===== src/design/trimmed_sum_three_low_three_high_top_macros.svh =====
// Assertion macros for the trimmed-sum filter.
// Used by the top level; they need clk and arst_n in scope.
`ifndef TRIMMED_SUM_THREE_LOW_THREE_HIGH_TOP_MACROS_SVH
`define TRIMMED_SUM_THREE_LOW_THREE_HIGH_TOP_MACROS_SVH

`ifndef SYNTHESIS

// same-cycle implication
`define TSUM_ASSERT_NOW(label, ante, cons) \
	label: assert property (@(posedge clk) disable iff (!arst_n) (ante) |-> (cons)) \
		else $error("tsum assertion failed");

// next-cycle implication
`define TSUM_ASSERT_NXT(label, ante, cons) \
	label: assert property (@(posedge clk) disable iff (!arst_n) (ante) |=> (cons)) \
		else $error("tsum assertion failed");

`else

`define TSUM_ASSERT_NOW(label, ante, cons)
`define TSUM_ASSERT_NXT(label, ante, cons)

`endif

`endif


===== src/design/tsum_pkg.sv =====
// Shared widths and constants for the trimmed-sum filter.
// No dependencies; imported by the interfaces and the top level.
`timescale 1ns / 1ps

package tsum_pkg;

	localparam int SAMPLE_W   = 32;
	localparam int SUM_W      = 48;
	localparam int WARMUP_W   = 4;
	localparam int COUNT_BITS = 16;
	localparam int TRIM_W     = SAMPLE_W + 2;

	localparam logic [COUNT_BITS-1:0] COUNT_MAX = '1;
	localparam logic [COUNT_BITS-1:0] MIN_COUNT = COUNT_BITS'(6);
	localparam logic [WARMUP_W-1:0]   WARMUP_RST = WARMUP_W'(2);

endpackage


===== src/design/tsum_sample_if.sv =====
// Sample channel: valid/ready handshake carrying one sample and its last flag.
// Depends on tsum_pkg.
`timescale 1ns / 1ps

interface tsum_sample_if import tsum_pkg::*; ();

	logic                valid;
	logic                ready;
	logic [SAMPLE_W-1:0] sample;
	logic                last;

	modport source (output valid, output sample, output last, input ready);
	modport sink (input valid, input sample, input last, output ready);

endinterface


===== src/design/tsum_result_if.sv =====
// Result channel: valid/ready handshake carrying the trimmed sum and too-few flag.
// Depends on tsum_pkg.
`timescale 1ns / 1ps

interface tsum_result_if import tsum_pkg::*; ();

	logic             valid;
	logic             ready;
	logic [SUM_W-1:0] trimmed_sum;
	logic             too_few;

	modport source (output valid, output trimmed_sum, output too_few, input ready);
	modport sink (input valid, input trimmed_sum, input too_few, output ready);

endinterface


===== src/design/trimmed_sum_three_low_three_high_top.sv =====
// Channel   | Dir | Payload                      | Handshake
// samples   | in  | sample[31:0], last           | valid/ready
// results   | out | trimmed_sum[47:0], too_few   | valid/ready
// cfg       | in  | cfg_wdata[3:0] (warm-up)     | cfg_we, no wait
//
// One sample per cycle sustained unless a result stall backs up; once a run's last
// sample is accepted, its result goes through snapshot, trim and output registers.
// Four-stage valid/ready pipeline; under a result stall up to three closed runs
// wait in the snapshot, trim and output registers, then a last sample holds in
// the input register and the sample input stalls behind it.
// arst_n clears all control state, the run state and sets warm-up to 2.
// Depends on tsum_pkg, tsum_sample_if, tsum_result_if and the macros header.
`timescale 1ns / 1ps
`include "trimmed_sum_three_low_three_high_top_macros.svh"

module trimmed_sum_three_low_three_high_top import tsum_pkg::*; (
	input  logic                clk,
	input  logic                arst_n,
	tsum_sample_if.sink         samples,
	tsum_result_if.source       results,
	input  logic                cfg_we,
	input  logic [WARMUP_W-1:0] cfg_wdata
);

	// configuration register
	logic [WARMUP_W-1:0] warmup_q;

	// input register
	logic                v_s1;
	logic [SAMPLE_W-1:0] sample_s1;
	logic                last_s1;

	// run state
	logic [WARMUP_W-1:0]   skip_q;
	logic [SUM_W-1:0]      sum_q;
	logic [COUNT_BITS-1:0] count_q;
	logic [SAMPLE_W-1:0]   low_q  [3];
	logic [SAMPLE_W-1:0]   high_q [3];

	// next run state
	logic                  count_en;
	logic [SUM_W-1:0]      sum_nxt;
	logic [COUNT_BITS-1:0] count_nxt;
	logic [SAMPLE_W-1:0]   low_nxt  [3];
	logic [SAMPLE_W-1:0]   high_nxt [3];

	// end-of-run snapshot
	logic                v_s2;
	logic [SUM_W-1:0]    sum_s2;
	logic [SAMPLE_W-1:0] low_s2  [3];
	logic [SAMPLE_W-1:0] high_s2 [3];
	logic                few_s2;

	// partial trim sums
	logic              v_s3;
	logic [SUM_W-1:0]  sum_s3;
	logic [TRIM_W-1:0] lsum_s3;
	logic [TRIM_W-1:0] hsum_s3;
	logic              few_s3;

	// output register
	logic             out_v_q;
	logic [SUM_W-1:0] out_sum_q;
	logic             out_few_q;

	// stage handshakes
	logic adv1, adv2, adv3;
	logic rdy_s2;

	assign adv3   = v_s3 && (!out_v_q || results.ready);
	assign adv2   = v_s2 && (!v_s3 || adv3);
	assign rdy_s2 = !v_s2 || adv2;
	assign adv1   = v_s1 && (!last_s1 || rdy_s2);

	assign samples.ready = !v_s1 || adv1;

	// warm-up register
	always_ff @(posedge clk or negedge arst_n) begin
		if (!arst_n) begin
			warmup_q <= WARMUP_RST;
		end else if (cfg_we) begin
			warmup_q <= cfg_wdata;
		end
	end

	// input register
	always_ff @(posedge clk or negedge arst_n) begin
		if (!arst_n) begin
			v_s1 <= 1'b0;
		end else if (samples.ready) begin
			v_s1 <= samples.valid;
		end
	end

	always_ff @(posedge clk) begin
		if (samples.ready && samples.valid) begin
			sample_s1 <= samples.sample;
			last_s1   <= samples.last;
		end
	end

	// sum, saturating count and three-deep insert for both extremes
	always_comb begin
		count_en  = !(skip_q < warmup_q);
		sum_nxt   = sum_q;
		count_nxt = count_q;
		low_nxt   = low_q;
		high_nxt  = high_q;
		if (count_en) begin
			sum_nxt = sum_q + {{(SUM_W-SAMPLE_W){1'b0}}, sample_s1};
			if (count_q < COUNT_MAX) begin
				count_nxt = count_q + COUNT_BITS'(1);
			end
			if (sample_s1 < low_q[0]) begin
				low_nxt[0] = sample_s1;
				low_nxt[1] = low_q[0];
				low_nxt[2] = low_q[1];
			end else if (sample_s1 < low_q[1]) begin
				low_nxt[1] = sample_s1;
				low_nxt[2] = low_q[1];
			end else if (sample_s1 < low_q[2]) begin
				low_nxt[2] = sample_s1;
			end
			if (sample_s1 > high_q[0]) begin
				high_nxt[0] = sample_s1;
				high_nxt[1] = high_q[0];
				high_nxt[2] = high_q[1];
			end else if (sample_s1 > high_q[1]) begin
				high_nxt[1] = sample_s1;
				high_nxt[2] = high_q[1];
			end else if (sample_s1 > high_q[2]) begin
				high_nxt[2] = sample_s1;
			end
		end
	end

	// run state: cleared after the last sample of a run
	always_ff @(posedge clk or negedge arst_n) begin
		if (!arst_n) begin
			skip_q  <= '0;
			sum_q   <= '0;
			count_q <= '0;
			for (int i = 0; i < 3; i++) begin
				low_q[i]  <= '1;
				high_q[i] <= '0;
			end
		end else if (adv1) begin
			if (last_s1) begin
				skip_q  <= '0;
				sum_q   <= '0;
				count_q <= '0;
				for (int i = 0; i < 3; i++) begin
					low_q[i]  <= '1;
					high_q[i] <= '0;
				end
			end else begin
				if (!count_en) begin
					skip_q <= skip_q + WARMUP_W'(1);
				end
				sum_q   <= sum_nxt;
				count_q <= count_nxt;
				low_q   <= low_nxt;
				high_q  <= high_nxt;
			end
		end
	end

	// snapshot of the closing run
	always_ff @(posedge clk or negedge arst_n) begin
		if (!arst_n) begin
			v_s2 <= 1'b0;
		end else if (adv1 && last_s1) begin
			v_s2 <= 1'b1;
		end else if (adv2) begin
			v_s2 <= 1'b0;
		end
	end

	always_ff @(posedge clk) begin
		if (adv1 && last_s1) begin
			sum_s2  <= sum_nxt;
			low_s2  <= low_nxt;
			high_s2 <= high_nxt;
			few_s2  <= count_nxt < MIN_COUNT;
		end
	end

	// add up the three lowest and the three highest
	always_ff @(posedge clk or negedge arst_n) begin
		if (!arst_n) begin
			v_s3 <= 1'b0;
		end else if (adv2) begin
			v_s3 <= 1'b1;
		end else if (adv3) begin
			v_s3 <= 1'b0;
		end
	end

	always_ff @(posedge clk) begin
		if (adv2) begin
			sum_s3  <= sum_s2;
			lsum_s3 <= TRIM_W'(low_s2[0]) + TRIM_W'(low_s2[1]) + TRIM_W'(low_s2[2]);
			hsum_s3 <= TRIM_W'(high_s2[0]) + TRIM_W'(high_s2[1]) + TRIM_W'(high_s2[2]);
			few_s3  <= few_s2;
		end
	end

	// output register: sum minus the six trimmed values, zero when too few
	always_ff @(posedge clk or negedge arst_n) begin
		if (!arst_n) begin
			out_v_q <= 1'b0;
		end else if (adv3) begin
			out_v_q <= 1'b1;
		end else if (results.ready) begin
			out_v_q <= 1'b0;
		end
	end

	always_ff @(posedge clk) begin
		if (adv3) begin
			out_few_q <= few_s3;
			if (few_s3) begin
				out_sum_q <= '0;
			end else begin
				out_sum_q <= sum_s3 - {{(SUM_W-TRIM_W){1'b0}}, lsum_s3}
					- {{(SUM_W-TRIM_W){1'b0}}, hsum_s3};
			end
		end
	end

	assign results.valid       = out_v_q;
	assign results.trimmed_sum = out_sum_q;
	assign results.too_few     = out_few_q;

	// checks
	`TSUM_ASSERT_NOW(a_low_sorted, 1'b1, low_q[0] <= low_q[1] && low_q[1] <= low_q[2])
	`TSUM_ASSERT_NOW(a_high_sorted, 1'b1, high_q[0] >= high_q[1] && high_q[1] >= high_q[2])
	`TSUM_ASSERT_NXT(a_run_cleared, adv1 && last_s1, sum_q == '0 && count_q == '0 && skip_q == '0)
	`TSUM_ASSERT_NOW(a_few_zero, out_v_q && out_few_q, out_sum_q == '0)

endmodule


===== src/flat_wrapper.sv =====
// flat-port wrapper written by rule: the top's interface ports become plain ports
module trimmed_sum_three_low_three_high_top_flat import tsum_pkg::*;
  (clk, arst_n, cfg_we, cfg_wdata, samples_valid, samples_sample, samples_last, samples_ready, results_valid, results_trimmed_sum, results_too_few, results_ready);
  tsum_sample_if samples_i ();
  tsum_result_if results_i ();
  input  logic clk;
  input  logic arst_n;
  input  logic cfg_we;
  input  logic [WARMUP_W-1:0] cfg_wdata;
  input wire logic [$bits(samples_i.valid)-1:0] samples_valid;
  input wire logic [$bits(samples_i.sample)-1:0] samples_sample;
  input wire logic [$bits(samples_i.last)-1:0] samples_last;
  output wire logic [$bits(samples_i.ready)-1:0] samples_ready;
  output wire logic [$bits(results_i.valid)-1:0] results_valid;
  output wire logic [$bits(results_i.trimmed_sum)-1:0] results_trimmed_sum;
  output wire logic [$bits(results_i.too_few)-1:0] results_too_few;
  input wire logic [$bits(results_i.ready)-1:0] results_ready;
  assign samples_i.valid = samples_valid;
  assign samples_i.sample = samples_sample;
  assign samples_i.last = samples_last;
  assign samples_ready = samples_i.ready;
  assign results_valid = results_i.valid;
  assign results_trimmed_sum = results_i.trimmed_sum;
  assign results_too_few = results_i.too_few;
  assign results_i.ready = results_ready;
  trimmed_sum_three_low_three_high_top u_core (.clk(clk), .arst_n(arst_n), .samples(samples_i), .results(results_i), .cfg_we(cfg_we), .cfg_wdata(cfg_wdata));
endmodule

===== config.mk =====
export PLATFORM = sky130hd
export DESIGN_NAME = trimmed_sum_three_low_three_high_top_flat
export DESIGN_NICKNAME = d
export VERILOG_FILES = /design/src/design/tsum_pkg.sv /design/src/design/tsum_sample_if.sv /design/src/design/tsum_result_if.sv /design/src/design/trimmed_sum_three_low_three_high_top.sv /design/src/flat_wrapper.sv
export VERILOG_INCLUDE_DIRS = /design/src /design/src/design
export SDC_FILE = /design/constraint.sdc
export NUM_CORES = 2
export LEC_CHECK = 0
export BUFFER_PORTS_ARGS = -buffer_cell sky130_fd_sc_hd__buf_2
export CORE_ASPECT_RATIO = 1.5
export CORE_MARGIN = 2
export CORE_UTILIZATION = 35
export DETAILED_ROUTE_END_ITERATION = 6
export GPL_ROUTABILITY_DRIVEN = 1
export SETUP_SLACK_MARGIN = 0.15
export SYNTH_ARGS = -nofsm -noshare
export SYNTH_HDL_FRONTEND = slang
export SYNTH_SLANG_ARGS = --single-unit

===== constraint.sdc =====
create_clock -name clk -period 13.56 [get_ports clk]
set_input_delay 0.678 -clock clk [delete_from_list [all_inputs] [get_ports clk]]
set_output_delay 0.678 -clock clk [all_outputs]
set_load 0.01 [all_outputs]

==> results.yml <==
run_status:
  status: "finished with violations"
  failed_checks: "hold timing"
setup_path:
  crit_chain: "ha_1 > inv_1 > fa_1 > nor2b_1 > o31ai_1 > a211oi_1 > o21ai_0 > nand2b_1 > a21oi_1 > o21ai_0 > a21o_1 > a21o_1 > xor2_1 > ha_1 > and3_1 > and3_1 > nand3_1 > o32ai_1 > o311a_1 > o21a_1 > o21ai_0 > nand2b_1 > a211oi_1 > nor2_1"
  cp-end-kind: "flip-flop"
  rrSetupSlack_ns: 7.75
  worst_ep_required_time_ns: 13.95
  critPathLaunchType: "flip-flop"
  cp.arrival_ns: 6.20
  worstSetupPathType: "reg2reg"
  cp_max_fo: 5
  max_stage_delay_ns: 0.48
  slowest_stage: "o31ai_1"
  cpMostUsedCell: "o21ai_0"
global_routing:
  overflow: 0
  grt_pass1_vias: 32597
  antenna_found_initial: 4
  grt_max_degree: 115
  grt_pass1_wl_mm: 183
  track_usage_pct: 18.2
floorplanning:
  io_pins: 93
  chipWidth_um: 293
  dieArea_um2: 128000
  rows: 159
  die_y_um: 438
  start_util_pct: 35.1
  core_area_um2: 125000
clock_tree:
  cts_setup_buffers: 0
  postCtsHoldBufs: 0
  cts.sinks: 708
  cts_max_path_buffers: 3
  root_buffer: "clkbuf_16"
  cts_resized: 0
  insertion_delay_ns: 0.66
  clk_pin_slew_ns: 0.06
  cts_buffers: 71
  cts_tree: "done"
  cts_max_level: 3
synthesis:
  syn_nets: 4582
  synth_seq_cells: 708
  async_reset_ff_share_pct: 37.9
  synth_top_flop_cell: "edfxtp_1"
  synth-seq-area-share_pct: 45.6
  synth_cells: 4110
  netlist_area_um2: 43900
  synth_edf_count: 440
  syn_area_per_cell_um2: 10.7
  ys_types: 94
  ys_warn_count: 0
detailed_routing:
  vias_per_cell: 5.51
  ant_nets: 0
  dr.pass1.iters: 7
  vias: 32058
  drt_iter0_markers: 2034
  route.detailed.drc: 0
  wl_per_cell_um: 20.3
  wirelength_mm: 118
timing:
  slew_headroom_pct: 28.8
  hold_viol_final: 3
  fin_crit_ns: 5.81
  final.setup.tns_ns: 0
  fmax_mhz: 172
  worst_slew_pin_slew_ns: 1.04
  slew_violations: 0
  holdWs_ns: -0.00772
  period_share_pct: 42.9
  rsz0062_at_grt: "false"
  finClkSkew_ns: 0.0284
  setup_viol_count_final: 0
cells_and_area:
  drive_above_1_share_pct: 11.7
  nNetsFinal: 4625
  final_cell_mix: "edfxtp_1, ha_1, inv_1, a21oi_1, nor2_1"
  area_growth_pct: 10.4
  final-instance-count-excl-fill: 5816
  layout.cells.most_common: "edfxtp_1"
flow_run:
  cap_violations: 0
place:
  dp_hpwl_mm: 87.2
  io_buffers: 92
  dp.cells: 5690
  place.gp.congestion: 0.893
pwr:
  ir_drop_v: 0.0000928
  clkPwrFrac_pct: 19.4
  comb_power_share_pct: 49.6
  powerDensity_nw_per_um2: 213
  p_leak_nw: 20.2
  netSwitchingFraction_pct: 41.1
  netSwitchingPower_mw: 4.25
  seqPwrFrac_pct: 31.0
  internal-power_mw: 6.09
hold_path:
  hp-class: "in2async"
==> cell type report <==
| type | instances | area [µm²] |
|---|---|---|
| Inverter | 324 | 1220 |
| Antenna cell | 2 | 5.00 |
| Sequential cell | 708 | 20000 |
| Fill cell | 12067 | 76500 |
| Clock inverter | 36 | 412 |
| Clock buffer | 88 | 1850 |
| Tap cell | 1610 | 2010 |
| Timing Repair Buffer | 138 | 816 |
| Multi-Input combinational cell | 2910 | 22100 |
==> sequential cells by signal (all words and copies together), names as in the netlist, 4 cells and up <==
signal / count
u_core.results.trimmed_sum: 48
u_core.lsum_s3: 34
u_core.high_q: 96
u_core.sample_s1: 32
u_core.hsum_s3: 34
u_core.skip_q: 4
u_core.count_q: 16
u_core.high_s2: 96
u_core.low_q: 96
u_core.sum_s3: 48
u_core.low_s2: 96
u_core.warmup_q: 4
u_core.sum_q: 48
u_core.sum_s2: 48
==> synth_stat cells, types with 11 or more instances <==
cell | instances | area [µm²]
clkbuf_1 | 128 | 480
nand4_1 | 50 | 313
a2bb2oi_2 | 30 | 450
a221o_1 | 38 | 380
buf_2 | 20 | 100
o21ai_0 | 192 | 961
o22ai_1 | 37 | 231
o21ai_1 | 14 | 70.1
mux2_2 | 64 | 721
a22o_1 | 132 | 1160
o211ai_1 | 16 | 120
o31ai_1 | 17 | 128
nand2b_1 | 35 | 219
o21a_1 | 40 | 300
buf_1 | 11 | 41.3
dfrtp_1 | 171 | 4280
mux2i_1 | 39 | 390
o22a_1 | 96 | 841
a211oi_1 | 36 | 270
nor2_1 | 266 | 998
a2bb2oi_1 | 37 | 324
a21oi_1 | 292 | 1460
edfxtp_1 | 440 | 13200
a21o_1 | 165 | 1240
a31oi_1 | 28 | 175
nor4_1 | 42 | 263
nand3_1 | 56 | 280
xor2_1 | 59 | 517
xnor2_1 | 127 | 1110
and2_1 | 17 | 106
nor2b_1 | 30 | 188
o21bai_1 | 23 | 173
inv_1 | 323 | 1210
dfstp_2 | 97 | 2550
ha_1 | 391 | 4890
fa_1 | 39 | 781
nor3_1 | 50 | 250
nand2_1 | 262 | 983
and3_1 | 33 | 206
==> final timing paths <==
| path | end | startpoint | depth (start not counted) |
|---|---|---|---|
| worst max-delay path | u_core.lsum_s3[30]$_DFFE_PP_ | u_core.low_s2[32]$_DFFE_PP_ | 24 |
| max in group asynchronous | u_core.high_q[16]$_DFFE_PN0P_ | arst_n | 3 |
| min in group clk | u_core.sample_s1[3]$_DFFE_PP_ | samples_sample[3] | 1 |
| worst max register to register | u_core.lsum_s3[30]$_DFFE_PP_ | u_core.low_s2[32]$_DFFE_PP_ | 24 |
| worst min-delay path | u_core.sum_q[47]$_DFFE_PN0P_ | arst_n | 1 |
| worst min register to register | u_core.sum_s3[40]$_DFFE_PP_ | u_core.sum_s2[40]$_DFFE_PP_ | 0 |
==> metrics by stage <==
step	area [µm²]	total power, mW	worst slack (ns)	util [%]
after floorplan	43900	6.94	3.56	-
after global placement	46200	8.26	7.73	37.0
after detailed placement	46200	8.35	7.80	37.0
after CTS	48500	10.4	7.75	38.8
after global routing	48500	11.1	7.41	38.8
final	48500	10.3	7.75	38.8
==> power by group through the flow <==
stage / Sequential [mW] / Clock (mW) / Combinational, mW
2_1_floorplan: 3.18 / 0 / 3.76
3_3_place_gp: 3.24 / 0 / 5.02
3_5_place_dp: 3.25 / 0 / 5.10
4_1_cts: 3.21 / 2.06 / 5.12
5_1_grt: 3.26 / 2.13 / 5.67
6_report: 3.21 / 2.00 / 5.13
==> critical path, delay by kind of cell (launching register included) <==
kind            cells  cell delay [ns]
compound gates     12             3.28
simple gates        7             0.90
buf+inv             1             0.08
fa+ha+maj           3             0.77
flops               1             0.38
xor+xnor            1             0.14
==> per-layer routing <==
metal	GRT usage [%]	share of wire [%]	wire length (µm)	up-vias
met4	9.58	5.3	6220	2
met1	21.3	41	48200	15655
met3	2.25	3.7	4390	242
li1	-	-	-	15406
met2	32.5	50	59100	753
met5	0	0.011	13	-
==> logic make-up after synthesis <==
group / after synthesis / synth area share [%]
AO/OA/AOI/OAI: 1293 / 21.1
XOR/XNOR: 186 / 3.71
adder cells (fa/ha/maj): 430 / 12.9
buffers and inverters: 492 / 4.37
flip-flops: 708 / 45.6
multiplexers: 109 / 2.68
AND/OR/NAND/NOR: 892 / 9.57
Note: power is estimated with default switching activity, not from simulation.
